[src/rtl/rcmr_pkg.sv]
// rcmr_pkg: shared constants, register codes and word types for roi_color_match_ratio.
// No dependencies.
package rcmr_pkg;

    localparam int MAX_FRAME_WIDTH  = 4096;
    localparam int MAX_FRAME_HEIGHT = 4096;
    localparam int RATIO_FRAC_BITS  = 16;

    // fixed field widths
    localparam int PIX_W   = 12;
    localparam int WIN_W   = 13;
    localparam int COLOR_W = 32;
    localparam int THR_W   = 8;
    localparam int COUNT_W = 25;
    localparam int CHANNELS = 4;
    localparam int CHAN_W  = 8;

    localparam int RATIO_W = RATIO_FRAC_BITS + 1;

    // coordinate width able to hold a register value and either frame limit
    localparam int XLIM_W  = $clog2(MAX_FRAME_WIDTH + 1);
    localparam int YLIM_W  = $clog2(MAX_FRAME_HEIGHT + 1);
    localparam int XY_W    = (XLIM_W > YLIM_W) ? XLIM_W : YLIM_W;
    localparam int SPAN_W  = (XY_W > WIN_W) ? XY_W : WIN_W;

    localparam int AREA_W  = $clog2(MAX_FRAME_WIDTH * MAX_FRAME_HEIGHT + 1);
    localparam int CMP_W   = (AREA_W > COUNT_W) ? AREA_W : COUNT_W;
    localparam int STEP_W  = $clog2(RATIO_FRAC_BITS + 1);

    localparam logic [COUNT_W-1:0] COUNT_MAX = {COUNT_W{1'b1}};
    localparam logic [RATIO_W-1:0] RATIO_ONE = {1'b1, {RATIO_FRAC_BITS{1'b0}}};

    // frame-end queue
    localparam int QUEUE_DEPTH = 2;
    localparam int QPTR_W      = $clog2(QUEUE_DEPTH);
    localparam int QCNT_W      = $clog2(QUEUE_DEPTH + 1);

    // configuration port
    localparam int APB_ADDR_W = 5;
    localparam int APB_DATA_W = 32;

    typedef enum logic [2:0] {
        REG_X_START   = 3'd0,
        REG_X_END     = 3'd1,
        REG_Y_START   = 3'd2,
        REG_Y_END     = 3'd3,
        REG_REF_COLOR = 3'd4,
        REG_THRESHOLD = 3'd5
    } reg_index_t;

    typedef struct packed {
        logic [WIN_W-1:0]   x_start;
        logic [WIN_W-1:0]   x_end;
        logic [WIN_W-1:0]   y_start;
        logic [WIN_W-1:0]   y_end;
        logic [COLOR_W-1:0] ref_color;
        logic [THR_W-1:0]   threshold;
    } cfg_t;

    // one finished frame waiting for the divider
    typedef struct packed {
        logic [COUNT_W-1:0] count;
        logic [AREA_W-1:0]  area;
        logic               empty;
    } frame_word_t;

endpackage

[src/rtl/roi_color_match_ratio.sv]
// roi_color_match_ratio: top level; register file, pixel front end, frame queue, divider.
// Depends on rcmr_pkg, rcmr_cfg, rcmr_front, rcmr_queue, rcmr_div.
//
// Usage:
//   Pixel channel (pixel_valid / pixel_stall): one word per pixel with its x, y,
//   RGBA color and frame_last. A word moves when valid is high and stall is low.
//   Result channel (result_valid / result_stall): one word per frame carrying the
//   match count, the region area, the Q1.16 ratio and the empty-region flag.
//   Configuration goes through the APB port (registers at byte address 4*i); pready
//   is tied high and writes are expected only while the block is idle.
// Throughput: one pixel per clock. The divider is bit-serial, one quotient bit per cycle
//   over RATIO_FRAC_BITS steps, with a load state before and an output state after;
//   a two-deep queue of finished frames lets the pixel side keep running meanwhile,
//   so pixel_stall rises only when two frame ends are already waiting on the divider.
// Result path: the frame_last pixel passes the first-stage registers into the queue;
//   result_valid rises from the divider's idle state when the ratio is settled
//   without dividing (empty region or count >= area), else after the division steps.
// Reset: rst_n (asynchronous, active low) clears the registers to 0, the match
//   count, the queue and the divider. While result_stall is high the result word
//   holds; the divider and queue wait and pixels keep flowing until the queue fills.
module roi_color_match_ratio
    import rcmr_pkg::*;
(
    input  logic                  clk,
    input  logic                  rst_n,

    input  logic                  psel,
    input  logic                  penable,
    input  logic                  pwrite,
    input  logic [APB_ADDR_W-1:0] paddr,
    input  logic [APB_DATA_W-1:0] pwdata,
    output logic [APB_DATA_W-1:0] prdata,
    output logic                  pready,

    input  logic                  pixel_valid,
    output logic                  pixel_stall,
    input  logic [PIX_W-1:0]      pixel_x,
    input  logic [PIX_W-1:0]      pixel_y,
    input  logic [COLOR_W-1:0]    pixel_rgba,
    input  logic                  frame_last,

    output logic                  result_valid,
    input  logic                  result_stall,
    output logic [COUNT_W-1:0]    match_count,
    output logic [COUNT_W-1:0]    area_pixels,
    output logic [RATIO_W-1:0]    match_ratio,
    output logic                  area_empty
);

    cfg_t              cfg;
    logic              push, pop, head_valid;
    frame_word_t       push_word, head_word;
    logic [QCNT_W-1:0] queue_count;

    rcmr_cfg u_cfg (
        .clk     (clk),
        .rst_n   (rst_n),
        .psel    (psel),
        .penable (penable),
        .pwrite  (pwrite),
        .paddr   (paddr),
        .pwdata  (pwdata),
        .prdata  (prdata),
        .pready  (pready),
        .cfg     (cfg)
    );

    // front: test each pixel, count matches, post one word per frame end
    rcmr_front u_front (
        .clk         (clk),
        .rst_n       (rst_n),
        .cfg         (cfg),
        .pixel_valid (pixel_valid),
        .pixel_stall (pixel_stall),
        .pixel_x     (pixel_x),
        .pixel_y     (pixel_y),
        .pixel_rgba  (pixel_rgba),
        .frame_last  (frame_last),
        .queue_count (queue_count),
        .push        (push),
        .push_word   (push_word)
    );

    rcmr_queue u_queue (
        .clk       (clk),
        .rst_n     (rst_n),
        .push      (push),
        .push_word (push_word),
        .pop       (pop),
        .head_word (head_word),
        .not_empty (head_valid),
        .count     (queue_count)
    );

    // back: ratio division and the result register
    rcmr_div u_div (
        .clk          (clk),
        .rst_n        (rst_n),
        .head_word    (head_word),
        .head_valid   (head_valid),
        .pop          (pop),
        .result_valid (result_valid),
        .result_stall (result_stall),
        .match_count  (match_count),
        .area_pixels  (area_pixels),
        .match_ratio  (match_ratio),
        .area_empty   (area_empty)
    );

endmodule

[src/rtl/rcmr_cfg.sv]
// rcmr_cfg: APB register file holding the region and color settings.
// Depends on rcmr_pkg.
module rcmr_cfg
    import rcmr_pkg::*;
(
    input  logic                  clk,
    input  logic                  rst_n,
    input  logic                  psel,
    input  logic                  penable,
    input  logic                  pwrite,
    input  logic [APB_ADDR_W-1:0] paddr,
    input  logic [APB_DATA_W-1:0] pwdata,
    output logic [APB_DATA_W-1:0] prdata,
    output logic                  pready,
    output cfg_t                  cfg
);

    cfg_t       cfg_reg;
    reg_index_t index;
    logic       wr_en;

    assign index  = reg_index_t'(paddr[4:2]);
    assign wr_en  = psel & penable & pwrite;
    assign pready = 1'b1;
    assign cfg    = cfg_reg;

    always_ff @(posedge clk or negedge rst_n)
    begin
        if (!rst_n)
        begin
            cfg_reg <= '0;
        end
        else if (wr_en)
        begin
            case (index)
                REG_X_START:   cfg_reg.x_start   <= pwdata[WIN_W-1:0];
                REG_X_END:     cfg_reg.x_end     <= pwdata[WIN_W-1:0];
                REG_Y_START:   cfg_reg.y_start   <= pwdata[WIN_W-1:0];
                REG_Y_END:     cfg_reg.y_end     <= pwdata[WIN_W-1:0];
                REG_REF_COLOR: cfg_reg.ref_color <= pwdata[COLOR_W-1:0];
                REG_THRESHOLD: cfg_reg.threshold <= pwdata[THR_W-1:0];
                default:       ;
            endcase
        end
    end

    always_comb
    begin
        case (index)
            REG_X_START:   prdata = APB_DATA_W'(cfg_reg.x_start);
            REG_X_END:     prdata = APB_DATA_W'(cfg_reg.x_end);
            REG_Y_START:   prdata = APB_DATA_W'(cfg_reg.y_start);
            REG_Y_END:     prdata = APB_DATA_W'(cfg_reg.y_end);
            REG_REF_COLOR: prdata = APB_DATA_W'(cfg_reg.ref_color);
            REG_THRESHOLD: prdata = APB_DATA_W'(cfg_reg.threshold);
            default:       prdata = '0;
        endcase
    end

endmodule

[src/rtl/rcmr_front.sv]
// rcmr_front: pixel intake, region and color test, per-frame match count, area.
// Depends on rcmr_pkg.
module rcmr_front
    import rcmr_pkg::*;
(
    input  logic               clk,
    input  logic               rst_n,
    input  cfg_t               cfg,
    input  logic               pixel_valid,
    output logic               pixel_stall,
    input  logic [PIX_W-1:0]   pixel_x,
    input  logic [PIX_W-1:0]   pixel_y,
    input  logic [COLOR_W-1:0] pixel_rgba,
    input  logic               frame_last,
    input  logic [QCNT_W-1:0]  queue_count,
    output logic               push,
    output frame_word_t        push_word
);

    localparam logic [SPAN_W-1:0] X_LIM = SPAN_W'(MAX_FRAME_WIDTH);
    localparam logic [SPAN_W-1:0] Y_LIM = SPAN_W'(MAX_FRAME_HEIGHT);

    logic [SPAN_W-1:0] xs, xe, ys, ye, xs_raw, xe_raw, ys_raw, ye_raw, px, py;
    logic              in_region, close, accept;
    logic [QCNT_W:0]   reserved;

    logic               s1_valid_reg, s1_match_reg, s1_last_reg;
    logic [COUNT_W-1:0] count_reg, count_next, count_inc;
    logic               empty;
    logic [SPAN_W-1:0]  dx, dy;
    logic [2*SPAN_W-1:0] product;

    // clamp the window to the frame
    assign xs_raw = SPAN_W'(cfg.x_start);
    assign xe_raw = SPAN_W'(cfg.x_end);
    assign ys_raw = SPAN_W'(cfg.y_start);
    assign ye_raw = SPAN_W'(cfg.y_end);
    assign xs = (xs_raw > X_LIM) ? X_LIM : xs_raw;
    assign xe = (xe_raw > X_LIM) ? X_LIM : xe_raw;
    assign ys = (ys_raw > Y_LIM) ? Y_LIM : ys_raw;
    assign ye = (ye_raw > Y_LIM) ? Y_LIM : ye_raw;

    assign px = SPAN_W'(pixel_x);
    assign py = SPAN_W'(pixel_y);
    assign in_region = (px >= xs) && (px < xe) && (py >= ys) && (py < ye);

    always_comb
    begin
        logic [CHAN_W-1:0] a, b, d;
        close = 1'b1;
        for (int c = 0; c < CHANNELS; c++)
        begin
            a = pixel_rgba[c*CHAN_W +: CHAN_W];
            b = cfg.ref_color[c*CHAN_W +: CHAN_W];
            d = (a > b) ? (a - b) : (b - a);
            if (d > cfg.threshold)
                close = 1'b0;
        end
    end

    // hold off while every queue slot is taken or promised to a frame end in flight
    assign reserved    = (QCNT_W+1)'(queue_count) + (QCNT_W+1)'(s1_valid_reg & s1_last_reg);
    assign pixel_stall = (reserved >= (QCNT_W+1)'(QUEUE_DEPTH));
    assign accept      = pixel_valid & ~pixel_stall;

    // second stage: count and close the frame
    assign count_inc  = (count_reg == COUNT_MAX) ? count_reg : count_reg + 1'b1;
    assign count_next = (s1_valid_reg & s1_match_reg) ? count_inc : count_reg;

    assign empty   = !((xe > xs) && (ye > ys));
    assign dx      = xe - xs;
    assign dy      = ye - ys;
    assign product = dx * dy;

    assign push            = s1_valid_reg & s1_last_reg;
    assign push_word.count = count_next;
    assign push_word.area  = empty ? '0 : product[AREA_W-1:0];
    assign push_word.empty = empty;

    always_ff @(posedge clk or negedge rst_n)
    begin
        if (!rst_n)
        begin
            s1_valid_reg <= 1'b0;
            s1_match_reg <= 1'b0;
            s1_last_reg  <= 1'b0;
            count_reg    <= '0;
        end
        else
        begin
            s1_valid_reg <= accept;
            s1_match_reg <= in_region & close;
            s1_last_reg  <= frame_last;
            if (s1_valid_reg)
                count_reg <= s1_last_reg ? '0 : count_next;
        end
    end

endmodule

[src/rtl/rcmr_queue.sv]
// rcmr_queue: short register FIFO of finished frames between front and divider.
// Depends on rcmr_pkg.
module rcmr_queue
    import rcmr_pkg::*;
(
    input  logic              clk,
    input  logic              rst_n,
    input  logic              push,
    input  frame_word_t       push_word,
    input  logic              pop,
    output frame_word_t       head_word,
    output logic              not_empty,
    output logic [QCNT_W-1:0] count
);

    frame_word_t         mem [QUEUE_DEPTH];
    logic [QPTR_W-1:0]   wr_ptr_reg, rd_ptr_reg;
    logic [QCNT_W-1:0]   count_reg;

    assign head_word = mem[rd_ptr_reg];
    assign not_empty = (count_reg != '0);
    assign count     = count_reg;

    always_ff @(posedge clk)
    begin
        if (push)
            mem[wr_ptr_reg] <= push_word;
    end

    always_ff @(posedge clk or negedge rst_n)
    begin
        if (!rst_n)
        begin
            wr_ptr_reg <= '0;
            rd_ptr_reg <= '0;
            count_reg  <= '0;
        end
        else
        begin
            if (push)
                wr_ptr_reg <= (wr_ptr_reg == QPTR_W'(QUEUE_DEPTH - 1)) ? '0 : wr_ptr_reg + 1'b1;
            if (pop)
                rd_ptr_reg <= (rd_ptr_reg == QPTR_W'(QUEUE_DEPTH - 1)) ? '0 : rd_ptr_reg + 1'b1;
            count_reg <= count_reg + QCNT_W'(push) - QCNT_W'(pop);
        end
    end

endmodule

[src/rtl/rcmr_div.sv]
// rcmr_div: back end; bit-serial ratio divider and output register.
// Depends on rcmr_pkg.
module rcmr_div
    import rcmr_pkg::*;
(
    input  logic               clk,
    input  logic               rst_n,
    input  frame_word_t        head_word,
    input  logic               head_valid,
    output logic               pop,
    output logic               result_valid,
    input  logic               result_stall,
    output logic [COUNT_W-1:0] match_count,
    output logic [COUNT_W-1:0] area_pixels,
    output logic [RATIO_W-1:0] match_ratio,
    output logic               area_empty
);

    typedef enum logic [1:0] {
        ST_IDLE,
        ST_DIV,
        ST_OUT
    } state_t;

    state_t                   state_reg, state_next;
    logic [AREA_W-1:0]        rem_reg, rem_next, area_reg;
    logic [RATIO_FRAC_BITS-1:0] quo_reg, quo_next;
    logic [STEP_W-1:0]        step_reg, step_next;
    logic [COUNT_W-1:0]       count_reg, area_out_reg;
    logic [RATIO_W-1:0]       ratio_reg, ratio_next;
    logic                     empty_reg, valid_reg, valid_next;

    logic [AREA_W:0]          rem2;
    logic                     fits;
    logic [CMP_W-1:0]         head_count_ext, head_area_ext, count_max_ext;

    assign head_count_ext = CMP_W'(head_word.count);
    assign head_area_ext  = CMP_W'(head_word.area);
    assign count_max_ext  = CMP_W'(COUNT_MAX);

    // one restoring step: shift in a zero, subtract the area when it fits
    assign rem2 = {rem_reg, 1'b0};
    assign fits = (rem2 >= {1'b0, area_reg});

    assign pop = (state_reg == ST_IDLE) & head_valid;

    always_comb
    begin
        state_next = state_reg;
        rem_next   = rem_reg;
        quo_next   = quo_reg;
        step_next  = step_reg;
        ratio_next = ratio_reg;
        valid_next = valid_reg;
        case (state_reg)
            ST_IDLE:
            begin
                if (head_valid)
                begin
                    rem_next  = head_word.count[AREA_W-1:0];
                    quo_next  = '0;
                    step_next = '0;
                    if (head_word.empty)
                    begin
                        ratio_next = '0;
                        valid_next = 1'b1;
                        state_next = ST_OUT;
                    end
                    else if (head_count_ext >= head_area_ext)
                    begin
                        ratio_next = RATIO_ONE;
                        valid_next = 1'b1;
                        state_next = ST_OUT;
                    end
                    else
                    begin
                        // count < area, so the remainder starts below the divisor
                        rem_next   = head_count_ext[AREA_W-1:0];
                        state_next = ST_DIV;
                    end
                end
            end
            ST_DIV:
            begin
                rem_next  = fits ? AREA_W'(rem2 - {1'b0, area_reg}) : rem2[AREA_W-1:0];
                quo_next  = {quo_reg[RATIO_FRAC_BITS-2:0], fits};
                step_next = step_reg + 1'b1;
                if (step_reg == STEP_W'(RATIO_FRAC_BITS - 1))
                begin
                    ratio_next = RATIO_W'({quo_reg[RATIO_FRAC_BITS-2:0], fits});
                    valid_next = 1'b1;
                    state_next = ST_OUT;
                end
            end
            ST_OUT:
            begin
                if (!result_stall)
                begin
                    valid_next = 1'b0;
                    state_next = ST_IDLE;
                end
            end
            default:
            begin
                valid_next = 1'b0;
                state_next = ST_IDLE;
            end
        endcase
    end

    always_ff @(posedge clk or negedge rst_n)
    begin
        if (!rst_n)
        begin
            state_reg    <= ST_IDLE;
            valid_reg    <= 1'b0;
            rem_reg      <= '0;
            quo_reg      <= '0;
            step_reg     <= '0;
            ratio_reg    <= '0;
            area_reg     <= '0;
            count_reg    <= '0;
            area_out_reg <= '0;
            empty_reg    <= 1'b0;
        end
        else
        begin
            state_reg <= state_next;
            valid_reg <= valid_next;
            rem_reg   <= rem_next;
            quo_reg   <= quo_next;
            step_reg  <= step_next;
            ratio_reg <= ratio_next;
            if (pop)
            begin
                area_reg     <= head_word.area;
                count_reg    <= head_word.count;
                empty_reg    <= head_word.empty;
                area_out_reg <= (head_area_ext > count_max_ext) ? COUNT_MAX
                                                                : head_area_ext[COUNT_W-1:0];
            end
        end
    end

    assign result_valid = valid_reg;
    assign match_count  = count_reg;
    assign area_pixels  = area_out_reg;
    assign match_ratio  = ratio_reg;
    assign area_empty   = empty_reg;

endmodule

[config.mk]
export PLATFORM = sky130hd
export DESIGN_NAME = roi_color_match_ratio
export DESIGN_NICKNAME = d
export VERILOG_FILES = /design/src/rtl/rcmr_pkg.sv /design/src/rtl/roi_color_match_ratio.sv /design/src/rtl/rcmr_cfg.sv /design/src/rtl/rcmr_front.sv /design/src/rtl/rcmr_queue.sv /design/src/rtl/rcmr_div.sv
export SDC_FILE = /design/constraint.sdc
export NUM_CORES = 1
export LEC_CHECK = 0
export BUFFER_PORTS_ARGS = -buffer_cell sky130_fd_sc_hd__buf_4
export CELL_PAD_IN_SITES_DETAIL_PLACEMENT = 0
export CELL_PAD_IN_SITES_GLOBAL_PLACEMENT = 1
export CORE_ASPECT_RATIO = 2
export CORE_MARGIN = 2
export CORE_UTILIZATION = 49
export CTS_CLUSTER_SIZE = 8
export DETAILED_ROUTE_END_ITERATION = 10
export PLACE_DENSITY_LB_ADDON = 0.1
export SKIP_CTS_REPAIR_TIMING = 1
export SLEW_MARGIN = 20
export SYNTH_ARGS = -nofsm -noshare
export SYNTH_HDL_FRONTEND = slang
export SYNTH_SLANG_ARGS = --single-unit
[constraint.sdc]
create_clock -name clk -period 9.5 [get_ports clk]
set_input_delay 1.425 -clock clk [delete_from_list [all_inputs] [get_ports clk]]
set_output_delay 1.425 -clock clk [all_outputs]
set_load 0.01 [all_outputs]
After elaboration in Yosys (flattened, before gate mapping):

Memories as Yosys holds them, arrays and structs flattened.
Cells that the tools add are included.

* reduce and logical (&&, ||, !) cells: 19
* mux-type cells: 46
* bitwise logic cells: 9
* multipliers: 1
* add/subtract/negate cells: 18
* equality and inequality tests: 13
* magnitude comparators: 22

Operators by type and width (count)
* case mux 32 bit (6 select lines): 1
* two-way mux 25 bit: 7
* two-way mux 17 bit: 4
* greater-than comparator 8 bit: 8
* subtractor 8 bit: 8
* greater-than comparator 13 bit (second input constant): 4
* two-way mux 13 bit: 4
* case mux 25 bit (2 select lines): 1
* case mux 17 bit (2 select lines): 1
* two-way mux 8 bit: 4
* case mux 15 bit (2 select lines): 1
* >= comparator 12 x 13 -> 1 bit: 2
* >= comparator 26 x 25 -> 1 bit: 1
* greater-than comparator 13 bit: 2
* < comparator 12 x 13 -> 1 bit: 2
* subtractor 13 bit: 2
* adder 25 x 1 -> 25 bit (second input constant): 1
* equality test 25 bit (second input constant): 1
* >= comparator 25 bit: 1
* greater-than comparator 25 bit (second input constant): 1
* multiplier 13 x 13 -> 25 bit: 1
* subtractor 25 bit: 1
* two-way mux 15 bit: 1
* AND reduction 2 bit: 7
* other kinds (30): 62

* memories kept: 1
* output and inout bits: 103
* bits in writable memories: 102
* input bits: 101
* logic and storage cells: 152
* flip-flop bits (word level): 265

Memory list
* u_queue.mem: words 2, bits a word 51, rd ports 1, clocked after memory_dff 0, wr ports 1, line rcmr_queue.sv:16 `frame_word_t mem [QUEUE_DEPTH];`

Depth between registers and ports, before layout:

Gate-level depths: netlist of the first run.

* word-level depth: 8
* depth in mapped cells: 32
* depth with buffers taken out: 30

Cells and area by module:

From an unflattened synthesis of the first run, not the netlist that was laid out.

* cell total of the unflattened synthesis: 2937
* area total of the unflattened synthesis: 29059.1 um2

Modules (own cells, without submodules)
* rcmr_front: sequential area each 700.7 um2, area each 13123.8 um2, cells an instance 1636, instances 1
* rcmr_div: sequential area each 3528.4 um2, area each 7479.7 um2, cells an instance 808, instances 1
* rcmr_cfg: sequential area each 2302.2 um2, area each 4330.4 um2, cells an instance 320, instances 1
* rcmr_queue: sequential area each 3163.0 um2, area each 4125.2 um2, cells an instance 173, instances 1

Worst setup path before layout of the first run:

No wires, ideal clock.

* kind: flip-flop to flip-flop
* from: register u_cfg.cfg_reg (netlist bit u_cfg.cfg[91])
* to: memory u_queue.mem[0][24] in the netlist's numbering, data pin
* slack: 2.066 ns
* stages on the path, launching flop included: 30
* arrival time: 7.163 ns
* setup time: 0.271 ns
* cell sequence: dfrtp_1 -> inv_1 -> clkbuf_1 -> nand2_1 -> fa_1 -> a21o_1 -> a21o_1 -> a21oi_1 -> o21bai_1 -> a21oi_1 -> xnor2_1 -> clkbuf_1 -> nand2_1 -> fa_1 -> inv_1 -> fa_1 -> fa_1 -> fa_1 -> inv_1 -> fa_1 -> inv_1 -> ha_1 -> a21oi_1 -> o21a_1 -> o21ai_1 -> or3_1 -> o21a_1 -> a31oi_1 -> xor2_1 -> nor2_1

RTL lines
* start: declaration: line rcmr_cfg.sv:18 `cfg_t cfg_reg;`
* end: declaration: line rcmr_queue.sv:16

==> results.sh, run 1 <==
export IMPL_numCtsBuffers=51
export IMPL_fmax_mhz=120
export IMPL_fill_cells=5214
export IMPL_finalCritPeriodShare=0.874
export IMPL_max_clock_path_buffers=3
export IMPL_stdcell_count=3900
export IMPL_cp_arrival_ns=8.63
export IMPL_path_class="register to register"
export IMPL_timing_hold_ws_ns=0.476
export IMPL_status="complete, no violations"
export IMPL_hp_class="register to register"
export IMPL_fin_nets=3634
export IMPL_drt_wirelength_per_cell_um=19.4
export IMPL_max_cap_violations=0
export IMPL_synthArstFlopShare=0.722
export IMPL_rsz0062_at_grt="no"
export IMPL_crit_top_cell="fa_1"
export IMPL_drtAntennaViolNets=0
export IMPL_synthTopCellsByArea="dfrtp_1 (23%), ha_1 (13%), edfxtp_1 (11%), fa_1 (9.2%), inv_1 (4.4%)"
export IMPL_area_delta_synth_final_pct=13.2
export IMPL_cts_tree="yes"
export IMPL_worstMarginPinSlew_ns=1.05
export IMPL_path_delay_family="adder cells"
export IMPL_syn_inst=2950
export IMPL_worst_path_stages=28
export IMPL_htreeDepth=2
export IMPL_grt_pass1_vias=22245
export IMPL_vias=21861
export IMPL_ys_types=77
export IMPL_crit_buf_inv=4
export IMPL_r2r_start="u_cfg.cfg[91]$_DFFE_PN0P_"
export IMPL_relSlewSlack=0.297
export IMPL_setup_viol=0
export IMPL_root_buffer="clkbuf_16"
export IMPL_yosys_warnings=0
export IMPL_dr_first_iter_drc_count=1410
export IMPL_syn_area_sq_um=28500
export IMPL_slowest_delay_ns=0.82
export IMPL_start_kind="register"
export IMPL_synth_top_area_cell="dfrtp_1"
export IMPL_slew_violations=0
export IMPL_final_hold_viol_count=0
export IMPL_crit_start="u_cfg.cfg[91]$_DFFE_PN0P_"
export IMPL_drive_gt1_frac=0.123
export IMPL_ys_seq_area_frac=0.341
export IMPL_chipWidth_um=174
export IMPL_overflow=0
export IMPL_final_core_util=0.558
export IMPL_core_area_sq_um=57700
export IMPL_worst_path_max_fanout=12
export IMPL_crit_slowest_cell="xor2_1"
export IMPL_r2r_slack_ns=1.19
export IMPL_crit_path_end_kind="register"
export IMPL_worstSetupEndpoint="u_queue.mem[0][24]$_DFFE_PP_"
export IMPL_synth_flop_cell="dfrtp_1"
export IMPL_grt_pass1_wl_um=122000
export IMPL_drt_first_pass_iters=5
export IMPL_clock_sinks=367
export IMPL_via_per_inst=5.61
export IMPL_dp_cells=3823
export IMPL_initial_utilization=0.493
export IMPL_numPortBuffers=200
export IMPL_clock_latency_ns=0.61
export IMPL_finalWirelength_um=75500
export IMPL_dieArea_sq_um=60100
export IMPL_ioPinCount=204
export IMPL_drc=0
export IMPL_synth_nets=3469
export IMPL_reg2reg_to="u_queue.mem[0][24]$_DFFE_PP_"
export IMPL_setup_tns_ns=0
export IMPL_synth_top_area_share=0.233
export IMPL_clk_transition_reported_paths_ns=0.05
export IMPL_synth_edf_count=102
export IMPL_die_h_um=345
export IMPL_ys_ff_latch=367
export IMPL_avgSynthCellArea_sq_um=9.64
export IMPL_worstPathRequired_ns=9.83
export IMPL_dp_hpwl_um=57200
export IMPL_largest_reg_flops=102
export IMPL_min_period_ns=8.31
export IMPL_grt_max_degree=171
export IMPL_rr_worst_depth=28
export IMPL_place_congestion=0.886
export IMPL_finalClockSkew_ns=0.0289
export IMPL_antenna_found_initial=1
export IMPL_row_count=125
export IMPL_grt_usage=0.255
==> layer usage <==
metal,part of all wire,GRT usage,vias to the layer above
met1,0.45,0.347,10815
met3,0.038,0.0240,83
met4,0.019,0.0600,0
met5,0,0,-
li1,-,-,10520
met2,0.49,0.439,443
==> final cells by class <==
class,count,area [sq um],area share
diodes,1,2.50,0.0000777
clock buffers,73,1380,0.0429
clock inverters,2,50.0,0.00155
inverters,337,1260,0.0393
multi-input cells,2131,17100,0.532
flip-flops and latches,367,9700,0.301
well taps,762,953,0.0296
repair buffers,227,1720,0.0535
==> worst min path at each step <==
| stage | slack (ns) | end | cells after the start | startpoint |
|---|---|---|---|---|
| after global routing | 0.50 | u_div.match_count[21]$_DFFE_PN0P_ | 1 | u_div.match_count[21]$_DFFE_PN0P_ |
| after global placement | 0.46 | u_div.match_count[5]$_DFFE_PN0P_ | 1 | u_div.match_count[5]$_DFFE_PN0P_ |
| after CTS | 0.48 | u_div.match_count[6]$_DFFE_PN0P_ | 1 | u_div.match_count[6]$_DFFE_PN0P_ |
| final | 0.48 | u_div.match_count[13]$_DFFE_PN0P_ | 1 | u_div.match_count[13]$_DFFE_PN0P_ |
| after detailed placement | 0.47 | u_div.match_count[6]$_DFFE_PN0P_ | 1 | u_div.match_count[6]$_DFFE_PN0P_ |
| after floorplan | 0.46 | u_queue.wr_ptr_reg$_DFFE_PN0P_ | 1 | u_queue.wr_ptr_reg$_DFFE_PN0P_ |
==> cell usage after synthesis, drive strengths merged, types with 63 or more instances <==
master	count
a21oi	131
inv	335
o21ai	115
mux2i	66
nor2	168
nand2	280
dfrtp	265
o21a	63
ha	287
clkbuf	89
mux2	85
xnor2	71
fa	131
edfxtp	102
==> layout by cell type, fill, tap and decap left out, types with 17 or more instances in the layout <==
cell type  netlist  layout
fa_1           131     131
inv_1          335     334
o211ai_1        50      50
a21oi_1        131     131
mux2_2          81      81
and2_1          60      60
nor2_1         168     164
dfrtp_1        265     264
nor3_1          43      43
o21a_1          63      63
a21o_1          56      56
nor2b_1         40      39
a22o_1          53      53
buf_4            3     224
nand2_1        280     280
ha_1           287     287
clkbuf_16        0      52
nand3_1         47      47
a211oi_1        19      19
o22ai_1         17      17
xnor2_1         71      68
edfxtp_1       102     102
o21ai_1         32      31
nand2b_1        62      62
a21boi_0        32      32
nand4_1         30      30
mux2i_1         66      66
o21ai_0         83      83
clkbuf_1        89      21
xor2_1          39      39
==> logic make-up (layout without fill, tap and decap cells) <==
kind of cell | after synthesis | in the layout | synth area share
flops | 367 | 367 | 0.341
mux | 151 | 151 | 0.0569
xor+xnor | 110 | 110 | 0.0339
buf+inv | 452 | 639 | 0.0603
fa+ha+maj | 418 | 418 | 0.218
simple gates | 811 | 811 | 0.138
other cells | 1 | 2 | 0.000132
compound gates | 640 | 640 | 0.152
==> per-stage QoR <==
| step | instance area, sq um | worst slack [ns] |
|---|---|---|
| detailed placement | 30700 | 1.28 |
| global route | 32200 | 0.596 |
| global placement | 30700 | 1.38 |
| floorplan | 28500 | 2.07 |
| finish | 32200 | 1.19 |
| CTS | 32200 | 1.25 |
Power of run 1 is not shown: default switching activity piles up to over one toggle a cycle in this logic, so the estimate is an artifact.
==> run 2, diff against run 1 <==
Settings changed: CORE_ASPECT_RATIO 2 to 1.25.
==> results.sh, run 2 (same netlist as run 1, synthesis figures left out) <==
export IMPL_status="complete, no violations"
export IMPL_antenna_found_initial=0
export IMPL_n_antenna_cell=0
export IMPL_grt_pass1_vias=23053
export IMPL_reg2reg_to="u_queue.mem[0][25]$_DFFE_PP_"
export IMPL_slew_violations=0
export IMPL_drtAntennaViolNets=0
export IMPL_clock_latency_ns=0.60
export IMPL_worstMarginPinSlew_ns=1.03
export IMPL_wl_met2_um=39700
export IMPL_min_period_ns=8.27
export IMPL_setup_tns_ns=0
export IMPL_dp_cells=3817
export IMPL_numPortBuffers=200
export IMPL_dp_hpwl_um=59800
export IMPL_worstPathRequired_ns=9.82
export IMPL_htreeDepth=2
export IMPL_final_hold_viol_count=0
export IMPL_initial_utilization=0.497
export IMPL_hold_path_end="u_div.match_count[21]$_DFFE_PN0P_"
export IMPL_rr_worst_depth=27
export IMPL_wl_met1_um=30900
export IMPL_finalCritPeriodShare=0.870
export IMPL_drt_wirelength_per_cell_um=19.5
export IMPL_drt_first_pass_iters=5
export IMPL_path_class="register to register"
export IMPL_die_h_um=273
export IMPL_area_delta_synth_final_pct=13.3
export IMPL_final_cell_mix="inv_1 (334), ha_1 (287), nand2_1 (280)"
export IMPL_cts_tree="yes"
export IMPL_dr_max_layer_used="met4"
export IMPL_drc=0
export IMPL_clk_transition_reported_paths_ns=0.05
export IMPL_fill_cells=5140
export IMPL_relSlewSlack=0.317
export IMPL_finalClockSkew_ns=0.0213
export IMPL_worst_path_max_fanout=13
export IMPL_cp_arrival_ns=8.59
export IMPL_fin_nets=3641
export IMPL_final_common_cell="inv_1"
export IMPL_clock_sinks=367
export IMPL_largest_reg_flops=102
export IMPL_ioPinCount=204
export IMPL_overflow=0
export IMPL_max_clock_path_buffers=3
export IMPL_core_area_sq_um=57300
export IMPL_grt_max_degree=150
export IMPL_r2r_slack_ns=1.23
export IMPL_hp_class="register to register"
export IMPL_grt_pass1_wl_um=122000
export IMPL_fmax_mhz=121
export IMPL_grt_usage=0.256
export IMPL_place_congestion=0.939
export IMPL_root_buffer="clkbuf_16"
export IMPL_setup_viol=0
export IMPL_whs_path_depth=1
export IMPL_max_cap_violations=0
export IMPL_chipWidth_um=220
export IMPL_drive_gt1_frac=0.125
export IMPL_finalWirelength_um=75800
export IMPL_rsz0062_at_grt="no"
export IMPL_via_per_inst=5.61
export IMPL_min_from="u_div.match_count[21]$_DFFE_PN0P_"
export IMPL_r2r_start="u_cfg.cfg[65]$_DFFE_PN0P_"
export IMPL_row_count=98
export IMPL_vias=21833
export IMPL_dr_first_iter_drc_count=1083
export IMPL_crit_path_end_kind="register"
export IMPL_stdcell_count=3894
export IMPL_start_kind="register"
export IMPL_numCtsBuffers=52
export IMPL_dieArea_sq_um=60000
export IMPL_route_met3_wl_um=2630
-- run 2: changes by cell type in the layout (fill, tap and decap cells not counted), sizes merged --
cell / delta
buf: +6
clkbuf: -1
clkinv: +2
diode: -1
-- run 2: worst max-delay path by stage --
stage	startpoint	endpoint	slack (ns)
floorplan	u_cfg.cfg[91]$_DFFE_PN0P_	u_queue.mem[0][24]$_DFFE_PP_	2.07
global route	u_cfg.cfg[91]$_DFFE_PN0P_	u_queue.mem[1][24]$_DFFE_PP_	0.75
finish	u_cfg.cfg[65]$_DFFE_PN0P_	u_queue.mem[0][25]$_DFFE_PP_	1.23
detailed placement	u_cfg.cfg[65]$_DFFE_PN0P_	u_queue.mem[0][24]$_DFFE_PP_	1.28
CTS	u_cfg.cfg[65]$_DFFE_PN0P_	u_queue.mem[1][24]$_DFFE_PP_	1.28
global placement	u_cfg.cfg[91]$_DFFE_PN0P_	u_queue.mem[0][25]$_DFFE_PP_	1.34
-- run 2: layout make-up --
| class | count | area, sq um | area share |
|---|---|---|---|
| multi-input cells | 2131 | 17100 | 0.531 |
| inverters | 337 | 1260 | 0.0392 |
| flip-flops and latches | 367 | 9700 | 0.301 |
| repair buffers | 233 | 1770 | 0.0549 |
| clock inverters | 4 | 77.6 | 0.00241 |
| clock buffers | 72 | 1390 | 0.0430 |
| well taps | 750 | 938 | 0.0291 |
-- run 2: worst max-delay path, stage by stage (launching register included) --
cell,delay (ns)
dfrtp_1,0.50
inv_1,0.33
nand2_1,0.23
inv_1,0.08
fa_1,0.46
nand2b_1,0.20
a211oi_1,0.43
o211ai_1,0.19
a211oi_1,0.71
nor2_1,0.16
fa_1,0.56
inv_1,0.05
fa_1,0.53
inv_1,0.05
fa_1,0.50
fa_1,0.55
inv_1,0.05
fa_1,0.52
inv_1,0.04
ha_1,0.34
a21oi_1,0.19
o21a_1,0.16
o21ai_1,0.09
or3_1,0.36
o31ai_1,0.34
a21oi_1,0.14
xnor2_1,0.15
nor2_1,0.08
-- run 2: layer usage --
layer,GRT usage,vias to the layer above
li1,-,10535
met1,0.300,10709
met2,0.476,458
met3,0.0320,131
met4,0.0894,0
met5,0,-
-- run 2: stage by stage --
stage          utilization  setup slack, ns  hold WS [ns]  area (sq um)
6_report             0.563             1.23         0.471         32200
3_3_place_gp         0.537             1.34         0.460         30800
3_5_place_dp         0.537             1.28         0.467         30800
5_1_grt              0.563            0.751         0.494         32200
2_1_floorplan            -             2.07         0.461         28500
4_1_cts              0.563             1.28         0.478         32200
Power of run 2 is left out for the same reason.
